==> src/sv/sha1md_pkg.sv <==
// ----------------------------------------------------------------------------
// sha1md_pkg
// Shared types and constants of the SHA-1 message digest block.
// ----------------------------------------------------------------------------
package sha1md_pkg;

    // working variables a..e of the compression, also used for the chain value
    typedef struct packed {
        logic [31:0] a;
        logic [31:0] b;
        logic [31:0] c;
        logic [31:0] d;
        logic [31:0] e;
    } t_abcde;

    // initial chaining value
    localparam t_abcde IV = '{
        a: 32'h6745_2301,
        b: 32'hEFCD_AB89,
        c: 32'h98BA_DCFE,
        d: 32'h1032_5476,
        e: 32'hC3D2_E1F0
    };

    // round constants, one per group of twenty rounds
    localparam logic [31:0] K_00_19 = 32'h5A82_7999;
    localparam logic [31:0] K_20_39 = 32'h6ED9_EBA1;
    localparam logic [31:0] K_40_59 = 32'h8F1B_BCDC;
    localparam logic [31:0] K_60_79 = 32'hCA62_C1D6;

    // padding marker byte
    localparam logic [7:0] PAD_BYTE = 8'h80;

    // round numbering
    localparam logic [6:0] LAST_ROUND  = 7'd79;
    localparam int unsigned ROUND_BITS = 7;

endpackage

==> src/sv/sha1md_in_if.sv <==
// ----------------------------------------------------------------------------
// sha1md_in_if
// Message byte channel: valid/ready handshake with one byte item per transfer.
// ----------------------------------------------------------------------------
interface sha1md_in_if;
    logic       valid;
    logic       ready;
    logic [7:0] message_byte;
    logic       byte_valid;
    logic       end_of_message;

    modport source (output valid, output message_byte, output byte_valid,
                    output end_of_message, input ready);
    modport sink   (input valid, input message_byte, input byte_valid,
                    input end_of_message, output ready);
endinterface

==> src/sv/sha1md_out_if.sv <==
// ----------------------------------------------------------------------------
// sha1md_out_if
// Digest word channel: valid/ready handshake with one digest word per transfer.
// ----------------------------------------------------------------------------
interface sha1md_out_if;
    logic        valid;
    logic        ready;
    logic [31:0] digest_word;
    logic [2:0]  word_position;
    logic        final_word;
    logic        too_long;

    modport source (output valid, output digest_word, output word_position,
                    output final_word, output too_long, input ready);
    modport sink   (input valid, input digest_word, input word_position,
                    input final_word, input too_long, output ready);
endinterface

==> src/sv/sha1md_round.sv <==
// ----------------------------------------------------------------------------
// sha1md_round
// One SHA-1 round: selects f and k by round number and updates a..e.
// ----------------------------------------------------------------------------
module sha1md_round
    import sha1md_pkg::*;
(
    input  t_abcde                  i_cur,
    input  logic [ROUND_BITS-1:0]   i_round,
    input  logic [31:0]             i_w,
    output t_abcde                  o_nxt
);

    logic [31:0] f;
    logic [31:0] k;
    logic [31:0] tmp;

    // round function and constant by group of twenty
    always_comb begin
        if (i_round < 7'd20) begin
            f = (i_cur.b & i_cur.c) | (~i_cur.b & i_cur.d);
            k = K_00_19;
        end else if (i_round < 7'd40) begin
            f = i_cur.b ^ i_cur.c ^ i_cur.d;
            k = K_20_39;
        end else if (i_round < 7'd60) begin
            f = (i_cur.b & i_cur.c) | (i_cur.b & i_cur.d) | (i_cur.c & i_cur.d);
            k = K_40_59;
        end else begin
            f = i_cur.b ^ i_cur.c ^ i_cur.d;
            k = K_60_79;
        end
    end

    // new a from rotated a, f, e, schedule word and constant
    assign tmp = {i_cur.a[26:0], i_cur.a[31:27]} + f + i_cur.e + i_w + k;

    assign o_nxt.a = tmp;
    assign o_nxt.b = i_cur.a;
    assign o_nxt.c = {i_cur.b[1:0], i_cur.b[31:2]};
    assign o_nxt.d = i_cur.c;
    assign o_nxt.e = i_cur.d;

endmodule

==> src/sv/sha1_message_digest.sv <==
// ----------------------------------------------------------------------------
// sha1_message_digest
// Byte-serial SHA-1 engine with padding and a buffered five-word digest output.
// ----------------------------------------------------------------------------
// A byte item is taken in only in S_IDLE. The byte that completes a 64-byte
// block starts a compression: a load step (S_CSTART), 80 rounds that each
// pass through S_RD_A, S_RD_B and S_EXEC, and a fold of the result into the
// chain value (S_ADD). The round rate is set by the 16-word schedule memory,
// whose two read ports deliver the four schedule words of a round over two
// registered reads. An end-of-message item then writes padding words, runs
// one compression, or two when 56 or more bytes are pending, and moves the
// digest into the output buffer. The five digest words leave from that buffer
// while the next message is already being taken in; a second digest waits only
// if the buffer has not been emptied yet. A message byte that arrives after the
// bit length has wrapped is dropped and the digest reports too_long.
module sha1_message_digest
    import sha1md_pkg::*;
(
    input  logic            i_clk,
    input  logic            i_rst_n,
    sha1md_in_if.sink       i_msg,
    sha1md_out_if.source    o_dig
);

    typedef enum logic [3:0] {
        S_IDLE,
        S_CSTART,
        S_RD_A,
        S_RD_B,
        S_EXEC,
        S_ADD,
        S_PAD_FIRST,
        S_ZERO,
        S_LEN_HI,
        S_LEN_LO,
        S_FIN
    } t_state;

    // where to go after a compression
    typedef enum logic [1:0] {
        RET_IDLE,
        RET_PAD,
        RET_PAD2,
        RET_OUT
    } t_ret;

    t_state                 r_state;
    t_ret                   r_ret;
    logic [ROUND_BITS-1:0]  r_t;
    logic [5:0]             r_fill;
    logic [23:0]            r_acc;
    logic [63:0]            r_len;
    logic                   r_ovf;
    t_abcde                 r_chain;
    t_abcde                 r_rr;
    logic [31:0]            r_xa;
    logic [4:0]             r_wi;
    logic                   r_two;

    // schedule memory, also holds the block being filled
    logic [31:0]            r_mem [16];
    logic [31:0]            r_q0;
    logic [31:0]            r_q1;

    // output buffer
    logic [31:0]            r_dout [5];
    logic                   r_out_too;
    logic [2:0]             r_out_pos;
    logic                   r_out_busy;

    logic                   in_xfer;
    logic                   out_xfer;
    logic                   store_byte;
    logic [64:0]            n_len_sum;
    logic                   mem_we;
    logic [3:0]             mem_waddr;
    logic [31:0]            mem_wdata;
    logic [3:0]             rd_addr0;
    logic [3:0]             rd_addr1;
    logic [31:0]            sched_w;
    logic [31:0]            pad_word;
    logic [31:0]            mix;
    logic [4:0]             zero_limit;
    t_abcde                 rr_nxt;

    // handshakes
    assign i_msg.ready = (r_state == S_IDLE);
    assign in_xfer     = i_msg.valid && i_msg.ready;
    assign out_xfer    = o_dig.valid && o_dig.ready;
    assign store_byte  = in_xfer && i_msg.byte_valid && !r_ovf;

    assign n_len_sum   = {1'b0, r_len} + 65'd8;

    // schedule expansion word of the current round
    assign mix     = r_xa ^ r_q0 ^ r_q1;
    assign sched_w = (r_t < 7'd16) ? r_q1 : {mix[30:0], mix[31]};

    // word that carries the padding marker
    always_comb begin
        case (r_fill[1:0])
            2'd0:    pad_word = {PAD_BYTE, 24'h0};
            2'd1:    pad_word = {r_acc[7:0], PAD_BYTE, 16'h0};
            2'd2:    pad_word = {r_acc[15:0], PAD_BYTE, 8'h0};
            default: pad_word = {r_acc[23:0], PAD_BYTE};
        endcase
    end

    assign zero_limit = r_two ? 5'd16 : 5'd14;

    // memory read addresses
    always_comb begin
        if (r_state == S_RD_B) begin
            rd_addr0 = r_t[3:0] - 4'd14;
            rd_addr1 = r_t[3:0];
        end else begin
            rd_addr0 = r_t[3:0] - 4'd3;
            rd_addr1 = r_t[3:0] - 4'd8;
        end
    end

    // memory write port
    always_comb begin
        mem_we    = 1'b0;
        mem_waddr = r_t[3:0];
        mem_wdata = sched_w;
        case (r_state)
            S_IDLE: begin
                mem_we    = store_byte && (r_fill[1:0] == 2'd3);
                mem_waddr = r_fill[5:2];
                mem_wdata = {r_acc, i_msg.message_byte};
            end
            S_EXEC: begin
                mem_we    = 1'b1;
            end
            S_PAD_FIRST: begin
                mem_we    = 1'b1;
                mem_waddr = r_fill[5:2];
                mem_wdata = pad_word;
            end
            S_ZERO: begin
                mem_we    = (r_wi != zero_limit);
                mem_waddr = r_wi[3:0];
                mem_wdata = 32'h0;
            end
            S_LEN_HI: begin
                mem_we    = 1'b1;
                mem_waddr = 4'd14;
                mem_wdata = r_len[63:32];
            end
            S_LEN_LO: begin
                mem_we    = 1'b1;
                mem_waddr = 4'd15;
                mem_wdata = r_len[31:0];
            end
            default: begin
                mem_we    = 1'b0;
            end
        endcase
    end

    // schedule memory with registered reads
    always_ff @(posedge i_clk) begin
        if (mem_we) begin
            r_mem[mem_waddr] <= mem_wdata;
        end
        r_q0 <= r_mem[rd_addr0];
        r_q1 <= r_mem[rd_addr1];
    end

    // round datapath
    sha1md_round u_round (
        .i_cur   (r_rr),
        .i_round (r_t),
        .i_w     (sched_w),
        .o_nxt   (rr_nxt)
    );

    // control, chain value and output buffer
    always_ff @(posedge i_clk) begin
        if (!i_rst_n) begin
            r_state    <= S_IDLE;
            r_ret      <= RET_IDLE;
            r_fill     <= 6'd0;
            r_len      <= 64'd0;
            r_ovf      <= 1'b0;
            r_chain    <= IV;
            r_rr       <= '0;
            r_out_busy <= 1'b0;
            r_out_pos  <= 3'd0;
        end else begin
            // digest words leave from the front of the buffer
            if (out_xfer) begin
                r_dout[0] <= r_dout[1];
                r_dout[1] <= r_dout[2];
                r_dout[2] <= r_dout[3];
                r_dout[3] <= r_dout[4];
                r_out_pos <= r_out_pos + 3'd1;
                if (r_out_pos == 3'd4) begin
                    r_out_busy <= 1'b0;
                end
            end

            case (r_state)
                S_IDLE: begin
                    if (store_byte) begin
                        r_acc  <= {r_acc[15:0], i_msg.message_byte};
                        r_fill <= r_fill + 6'd1;
                        r_len  <= n_len_sum[63:0];
                        if (n_len_sum[64]) begin
                            r_ovf <= 1'b1;
                        end
                        if (r_fill == 6'd63) begin
                            r_ret   <= i_msg.end_of_message ? RET_PAD : RET_IDLE;
                            r_state <= S_CSTART;
                        end else if (i_msg.end_of_message) begin
                            r_state <= S_PAD_FIRST;
                        end
                    end else if (in_xfer && i_msg.end_of_message) begin
                        r_state <= S_PAD_FIRST;
                    end
                end
                S_CSTART: begin
                    r_rr    <= r_chain;
                    r_t     <= '0;
                    r_state <= S_RD_A;
                end
                S_RD_A: begin
                    r_state <= S_RD_B;
                end
                S_RD_B: begin
                    r_xa    <= r_q0 ^ r_q1;
                    r_state <= S_EXEC;
                end
                S_EXEC: begin
                    r_rr <= rr_nxt;
                    if (r_t == LAST_ROUND) begin
                        r_state <= S_ADD;
                    end else begin
                        r_t     <= r_t + 7'd1;
                        r_state <= S_RD_A;
                    end
                end
                S_ADD: begin
                    r_chain.a <= r_chain.a + r_rr.a;
                    r_chain.b <= r_chain.b + r_rr.b;
                    r_chain.c <= r_chain.c + r_rr.c;
                    r_chain.d <= r_chain.d + r_rr.d;
                    r_chain.e <= r_chain.e + r_rr.e;
                    case (r_ret)
                        RET_IDLE: r_state <= S_IDLE;
                        RET_PAD:  r_state <= S_PAD_FIRST;
                        RET_PAD2: begin
                            r_wi    <= 5'd0;
                            r_two   <= 1'b0;
                            r_state <= S_ZERO;
                        end
                        default:  r_state <= S_FIN;
                    endcase
                end
                S_PAD_FIRST: begin
                    r_wi    <= {1'b0, r_fill[5:2]} + 5'd1;
                    r_two   <= (r_fill[5:2] >= 4'd14);
                    r_state <= S_ZERO;
                end
                S_ZERO: begin
                    if (r_wi == zero_limit) begin
                        if (r_two) begin
                            r_ret   <= RET_PAD2;
                            r_state <= S_CSTART;
                        end else begin
                            r_state <= S_LEN_HI;
                        end
                    end else begin
                        r_wi <= r_wi + 5'd1;
                    end
                end
                S_LEN_HI: begin
                    r_state <= S_LEN_LO;
                end
                S_LEN_LO: begin
                    r_ret   <= RET_OUT;
                    r_state <= S_CSTART;
                end
                S_FIN: begin
                    // hand the digest over and start a fresh message
                    if (!r_out_busy) begin
                        r_dout[0]  <= r_chain.a;
                        r_dout[1]  <= r_chain.b;
                        r_dout[2]  <= r_chain.c;
                        r_dout[3]  <= r_chain.d;
                        r_dout[4]  <= r_chain.e;
                        r_out_too  <= r_ovf;
                        r_out_pos  <= 3'd0;
                        r_out_busy <= 1'b1;
                        r_chain    <= IV;
                        r_fill     <= 6'd0;
                        r_len      <= 64'd0;
                        r_ovf      <= 1'b0;
                        r_state    <= S_IDLE;
                    end
                end
                default: begin
                    r_state <= S_IDLE;
                end
            endcase
        end
    end

    // output channel
    assign o_dig.valid         = r_out_busy;
    assign o_dig.digest_word   = r_dout[0];
    assign o_dig.word_position = r_out_pos;
    assign o_dig.final_word    = (r_out_pos == 3'd4);
    assign o_dig.too_long      = r_out_too;

endmodule

==> src/flat_wrapper.sv <==
// flat-port wrapper written by rule: the top's interface ports become plain ports
module sha1_message_digest_flat import sha1md_pkg::*;
  (i_clk, i_rst_n, i_msg_valid, i_msg_message_byte, i_msg_byte_valid, i_msg_end_of_message, i_msg_ready, o_dig_valid, o_dig_digest_word, o_dig_word_position, o_dig_final_word, o_dig_too_long, o_dig_ready);
  sha1md_in_if i_msg_i ();
  sha1md_out_if o_dig_i ();
  input  logic i_clk;
  input  logic i_rst_n;
  input wire logic [$bits(i_msg_i.valid)-1:0] i_msg_valid;
  input wire logic [$bits(i_msg_i.message_byte)-1:0] i_msg_message_byte;
  input wire logic [$bits(i_msg_i.byte_valid)-1:0] i_msg_byte_valid;
  input wire logic [$bits(i_msg_i.end_of_message)-1:0] i_msg_end_of_message;
  output wire logic [$bits(i_msg_i.ready)-1:0] i_msg_ready;
  output wire logic [$bits(o_dig_i.valid)-1:0] o_dig_valid;
  output wire logic [$bits(o_dig_i.digest_word)-1:0] o_dig_digest_word;
  output wire logic [$bits(o_dig_i.word_position)-1:0] o_dig_word_position;
  output wire logic [$bits(o_dig_i.final_word)-1:0] o_dig_final_word;
  output wire logic [$bits(o_dig_i.too_long)-1:0] o_dig_too_long;
  input wire logic [$bits(o_dig_i.ready)-1:0] o_dig_ready;
  assign i_msg_i.valid = i_msg_valid;
  assign i_msg_i.message_byte = i_msg_message_byte;
  assign i_msg_i.byte_valid = i_msg_byte_valid;
  assign i_msg_i.end_of_message = i_msg_end_of_message;
  assign i_msg_ready = i_msg_i.ready;
  assign o_dig_valid = o_dig_i.valid;
  assign o_dig_digest_word = o_dig_i.digest_word;
  assign o_dig_word_position = o_dig_i.word_position;
  assign o_dig_final_word = o_dig_i.final_word;
  assign o_dig_too_long = o_dig_i.too_long;
  assign o_dig_i.ready = o_dig_ready;
  sha1_message_digest u_core (.i_clk(i_clk), .i_rst_n(i_rst_n), .i_msg(i_msg_i), .o_dig(o_dig_i));
endmodule
==> config.mk <==
export PLATFORM = sky130hd
export DESIGN_NAME = sha1_message_digest_flat
export DESIGN_NICKNAME = d
export VERILOG_FILES = /design/src/sv/sha1md_pkg.sv /design/src/sv/sha1md_in_if.sv /design/src/sv/sha1md_out_if.sv /design/src/sv/sha1md_round.sv /design/src/sv/sha1_message_digest.sv /design/src/flat_wrapper.sv
export SDC_FILE = /design/constraint.sdc
export NUM_CORES = 2
export LEC_CHECK = 0
export BUFFER_PORTS_ARGS = -buffer_cell sky130_fd_sc_hd__buf_2
export CORE_MARGIN = 4
export CORE_UTILIZATION = 55
export CTS_BUF_LIST = sky130_fd_sc_hd__clkbuf_4 sky130_fd_sc_hd__clkbuf_8
export CTS_CLUSTER_DIAMETER = 100
export DETAILED_ROUTE_END_ITERATION = 8
export GPL_ROUTABILITY_DRIVEN = 0
export MAX_ROUTING_LAYER = met4
export PLACE_DENSITY_LB_ADDON = 0.25
export SLEW_MARGIN = 15
export SYNTH_ARGS = -nofsm -noshare
export SYNTH_HDL_FRONTEND = slang
export SYNTH_HIERARCHICAL = 1
export SYNTH_SLANG_ARGS = --single-unit
==> constraint.sdc <==
create_clock -name i_clk -period 41.2 [get_ports i_clk]
set_input_delay 8.24 -clock i_clk [delete_from_list [all_inputs] [get_ports i_clk]]
set_output_delay 8.24 -clock i_clk [all_outputs]
set_load 0.1 [all_outputs]
==> impl_results.md <==
- Status: finished, final reports clean
- Synth warn: 6
- 1st-iter DRT viols: a little over 5000
- CP Max Fanout: 54
- Top post-synthesis cells by area: edfxtp_1 34%, dfxtp_1 14%, mux4_2 10%
- Final hold viol count: 0
- Asr flop ratio synth: 0
- Site Rows: about 130
- Endpoints failing setup: 0
- Cells after DPL: between 6000 and 7000
- Area grow syn2layout: 7.45%
- Fill cells: around 9300
- Comb power frac: 0.476
- Core area: around 120000 um2
- Top FF cell, synth: edfxtp_1
- Setup slack, reg-to-reg: roughly 34 ns
- Max clock buf depth: 3
- Maximum vdd drop: 0.0618 mV
- First-pass GRT wire length: approximately 270000 um
- Clk Latency, worst-skew pair: a little over 0.9 ns
- Slowest stage delay, CP: 0.77 ns
- Slowest library cell on the worst path: or4_1
- Min Tclk post-route: around 11 ns
- Initial Utilization: 0.553
- TritonCTS buffer count: 197
- Final-report max-slew violation count: 0
- Net Sw Frac: 0.408
- Hold Path Depth: 0
- Antenna-violating nets left: 0
- Antenna violations before repair: 2
- PwrDens: ~76 nW/um2
- Switching power: approximately 2.2 mW
- Worst Tran Pin Value: roughly 1.2 ns
- Clk pwr share: 0.204
- Hold Buf Count CTS: 0
- Die footprint: between 100000 and 150000 um2
- Post-synth top cells: 742 x edfxtp_1, 462 x dfxtp_1, 444 x nand2_1
- Worst EP arrival: roughly 3 ns
- H-tree Lvls: 4
- Post-CTS Resized: 0
- Hold EP: u_core/r_acc[21]
- Post-layout util: 0.594
- Die Width: between 300 and 400 um
- Post-CTS setup buffer count: 0
- Final worst path period share: 0.274
- Static Leakage: around 25 nW
- Launching point of the worst reg2reg path: u_core/r_t[2]
- Hold path start: u_core/r_acc[13]
- Critical Path End Type: output pin
- RSZ-0062 raised after global routing: no
- FMAX: just under 90 MHz
- Wire per inst: between 20 and 30 um
- Most numerous cell in the Yosys netlist: edfxtp_1
- Area post-placement: roughly 66000 um2
- GRT Total Usage: 0.291
- Max-cap violation count: 0
- TritonCTS clock tree: built
- Pre-Repair DR Iteration Count: 6
- Final non-filler cell total: roughly 7000
- Io pins: 53
- Number of flops mapped to enable cells by yosys: 742
- Gate Count Post-Synth: between 5000 and 6000
- CP startpoint kind: flop
- Setup_tns: 0 ns
- Crit-path cells: buf_4 > or4_1 > inv_2 > buf_2
- Layout cells sized above 1: 0.178
- FF-to-FF End: u_core/r_rr[157]
- Die height: between 300 and 400 um
- Largest net degree at the start of global routing: ~170
- Tot Pwr: between 5 and 6 mW
- WL final: around 180000 um
- Yosys cell types: 91
- GR Overflow Total: 0
- Mapped Area: 65200 um2
- Top cell type's share of synthesized area: 0.342
- Seq pwr share: 0.321
- Average cell area after synthesis: 12.0 um2
- Kind of critical path: flop to output pin
- Skew final: 0.0438 ns
- Slew Limit Headroom: 0.186
- Root Driver: clkbuf_8
- Via count: ~45000
- Pint: around 3.1 mW
- Finished Cell Area: between 70000 and 80000 um2
- Via count of the first global-routing pass: between 40000 and 50000
- Vias/cell: between 6 and 7
- Clk slew on worst S/H paths: 0.06 ns
- Clock Sinks: 1204
- Port Buffers: 52
- Flops & latches, synth: 1204
- Syn nets: between 5000 and 6000
- # DRC: 0
- Final net count: 5668
- HPWL after DPL: roughly 110000 um
- Yosys top cell by area: edfxtp_1
- Seq/Total Area, Yosys: 0.484
- CP required: 32.96 ns
- Cells on worst reg2reg path: 22
- Min-Delay Path Class: flop to flop
[cells in the final DEF (no fill, tap or decap), types with 46 or more instances in the layout]
| cell | instances |
|---|---|
| mux2_2 | 147 |
| nand2_1 | 442 |
| fa_1 | 125 |
| a21o_1 | 96 |
| clkbuf_8 | 223 |
| edfxtp_1 | 742 |
| a211oi_1 | 46 |
| mux4_2 | 288 |
| dfxtp_1 | 461 |
| buf_4 | 69 |
| ha_1 | 209 |
| clkbuf_4 | 76 |
| nor3_1 | 51 |
| buf_2 | 51 |
| a21boi_0 | 187 |
| mux2i_1 | 81 |
| inv_1 | 229 |
| xor2_1 | 134 |
| a21oi_1 | 275 |
| a22oi_1 | 186 |
| nor2b_1 | 85 |
| nand3_1 | 70 |
| nor2_1 | 281 |
| xnor2_1 | 154 |
| o21ai_0 | 195 |
[routing by layer]
metal / share of wire / up-vias / global-route usage / wire (um)
li1: - / 19900 / - / -
met1: 0.40 / 22600 / 0.386 / 72000
met2: 0.48 / 1997 / 0.459 / 85300
met3: 0.082 / 344 / 0.0425 / 14700
met4: 0.037 / 0 / 0.108 / 6690
met5: 0 / - / - / 0
[per-stage QoR]
| stage | hold slack (ns) | worst slack [ns] |
|---|---|---|
| 6_report | 0.478 | 29.92 |
| 5_1_grt | 0.489 | 29.77 |
| 4_1_cts | 0.469 | 29.81 |
| 3_5_place_dp | 0.461 | 30.15 |
| 3_3_place_gp | 0.454 | 30.18 |
| 2_1_floorplan | 0.422 | 22.21 |
[worst max path at each step]
stage,depth (start not counted),endpoint,slack (ns),start
4_1_cts,4,i_msg_ready,29.81,u_core/r_state[0]
5_1_grt,4,i_msg_ready,29.77,u_core/r_state[0]
6_report,4,i_msg_ready,29.92,u_core/r_state[0]
3_5_place_dp,5,u_core/r_dout[0][121],30.15,i_rst_n
2_1_floorplan,4,u_core/r_dout[0][0],22.21,i_rst_n
3_3_place_gp,5,u_core/r_dout[0][55],30.18,i_rst_n
[critical path, delay by kind of cell, from the launching register on]
kind,cells,cell delay (ns)
simple gates,1,0.77
flops,1,0.31
buf+inv,3,1.07
[registers in the layout (all words and copies together), names as in the netlist]
register                    flops
u_core/r_state                  4
u_core/r_ret                    2
u_core/r_wi                     5
u_core/r_acc                   24
u_core/r_chain                160
u_core/r_ovf                    1
u_core/o_dig.too_long           1
u_core/r_xa                    32
u_core/o_dig.word_position      3
u_core/r_dout                 160
u_core/r_fill                   6
u_core/r_len                   61
u_core/r_q0                    32
u_core/r_rr                   160
u_core/r_t                      7
u_core/r_mem                  512
u_core/r_two                    1
u_core/r_q1                    32
u_core/o_dig.valid              1
[power by group through the flow]
stage	logic [mW]	clock network (mW)	registers (mW)
4_1_cts	2.50	1.10	1.70
3_5_place_dp	2.49	0	1.73
3_3_place_gp	2.44	0	1.72
5_1_grt	2.77	1.16	1.72
2_1_floorplan	1.84	0	1.68
6_report	2.53	1.08	1.71
[cell families after synthesis]
group | count (synthesis) | share of synthesized area
DFF | 1204 | 0.484
buffers and inverters | 682 | 0.0493
muxes | 517 | 0.138
AOI/OAI and AO/OA | 1251 | 0.128
and+or+nand+nor | 1168 | 0.0832
xor gates and xnor gates | 291 | 0.0391
adders and majority gates | 334 | 0.0785
[cell type report]
class	instances	area, um2	area share
clock buffers	298	3630	0.0518
inverters	231	867	0.0124
clock inverters	71	477	0.00681
multi-input cells	3561	30700	0.439
well taps	1536	1920	0.0275
repair buffers	125	867	0.0124
diodes	2	5.00	0.0000715
flip-flops and latches	1204	31500	0.450
Power figures use the tool's default switching activity.
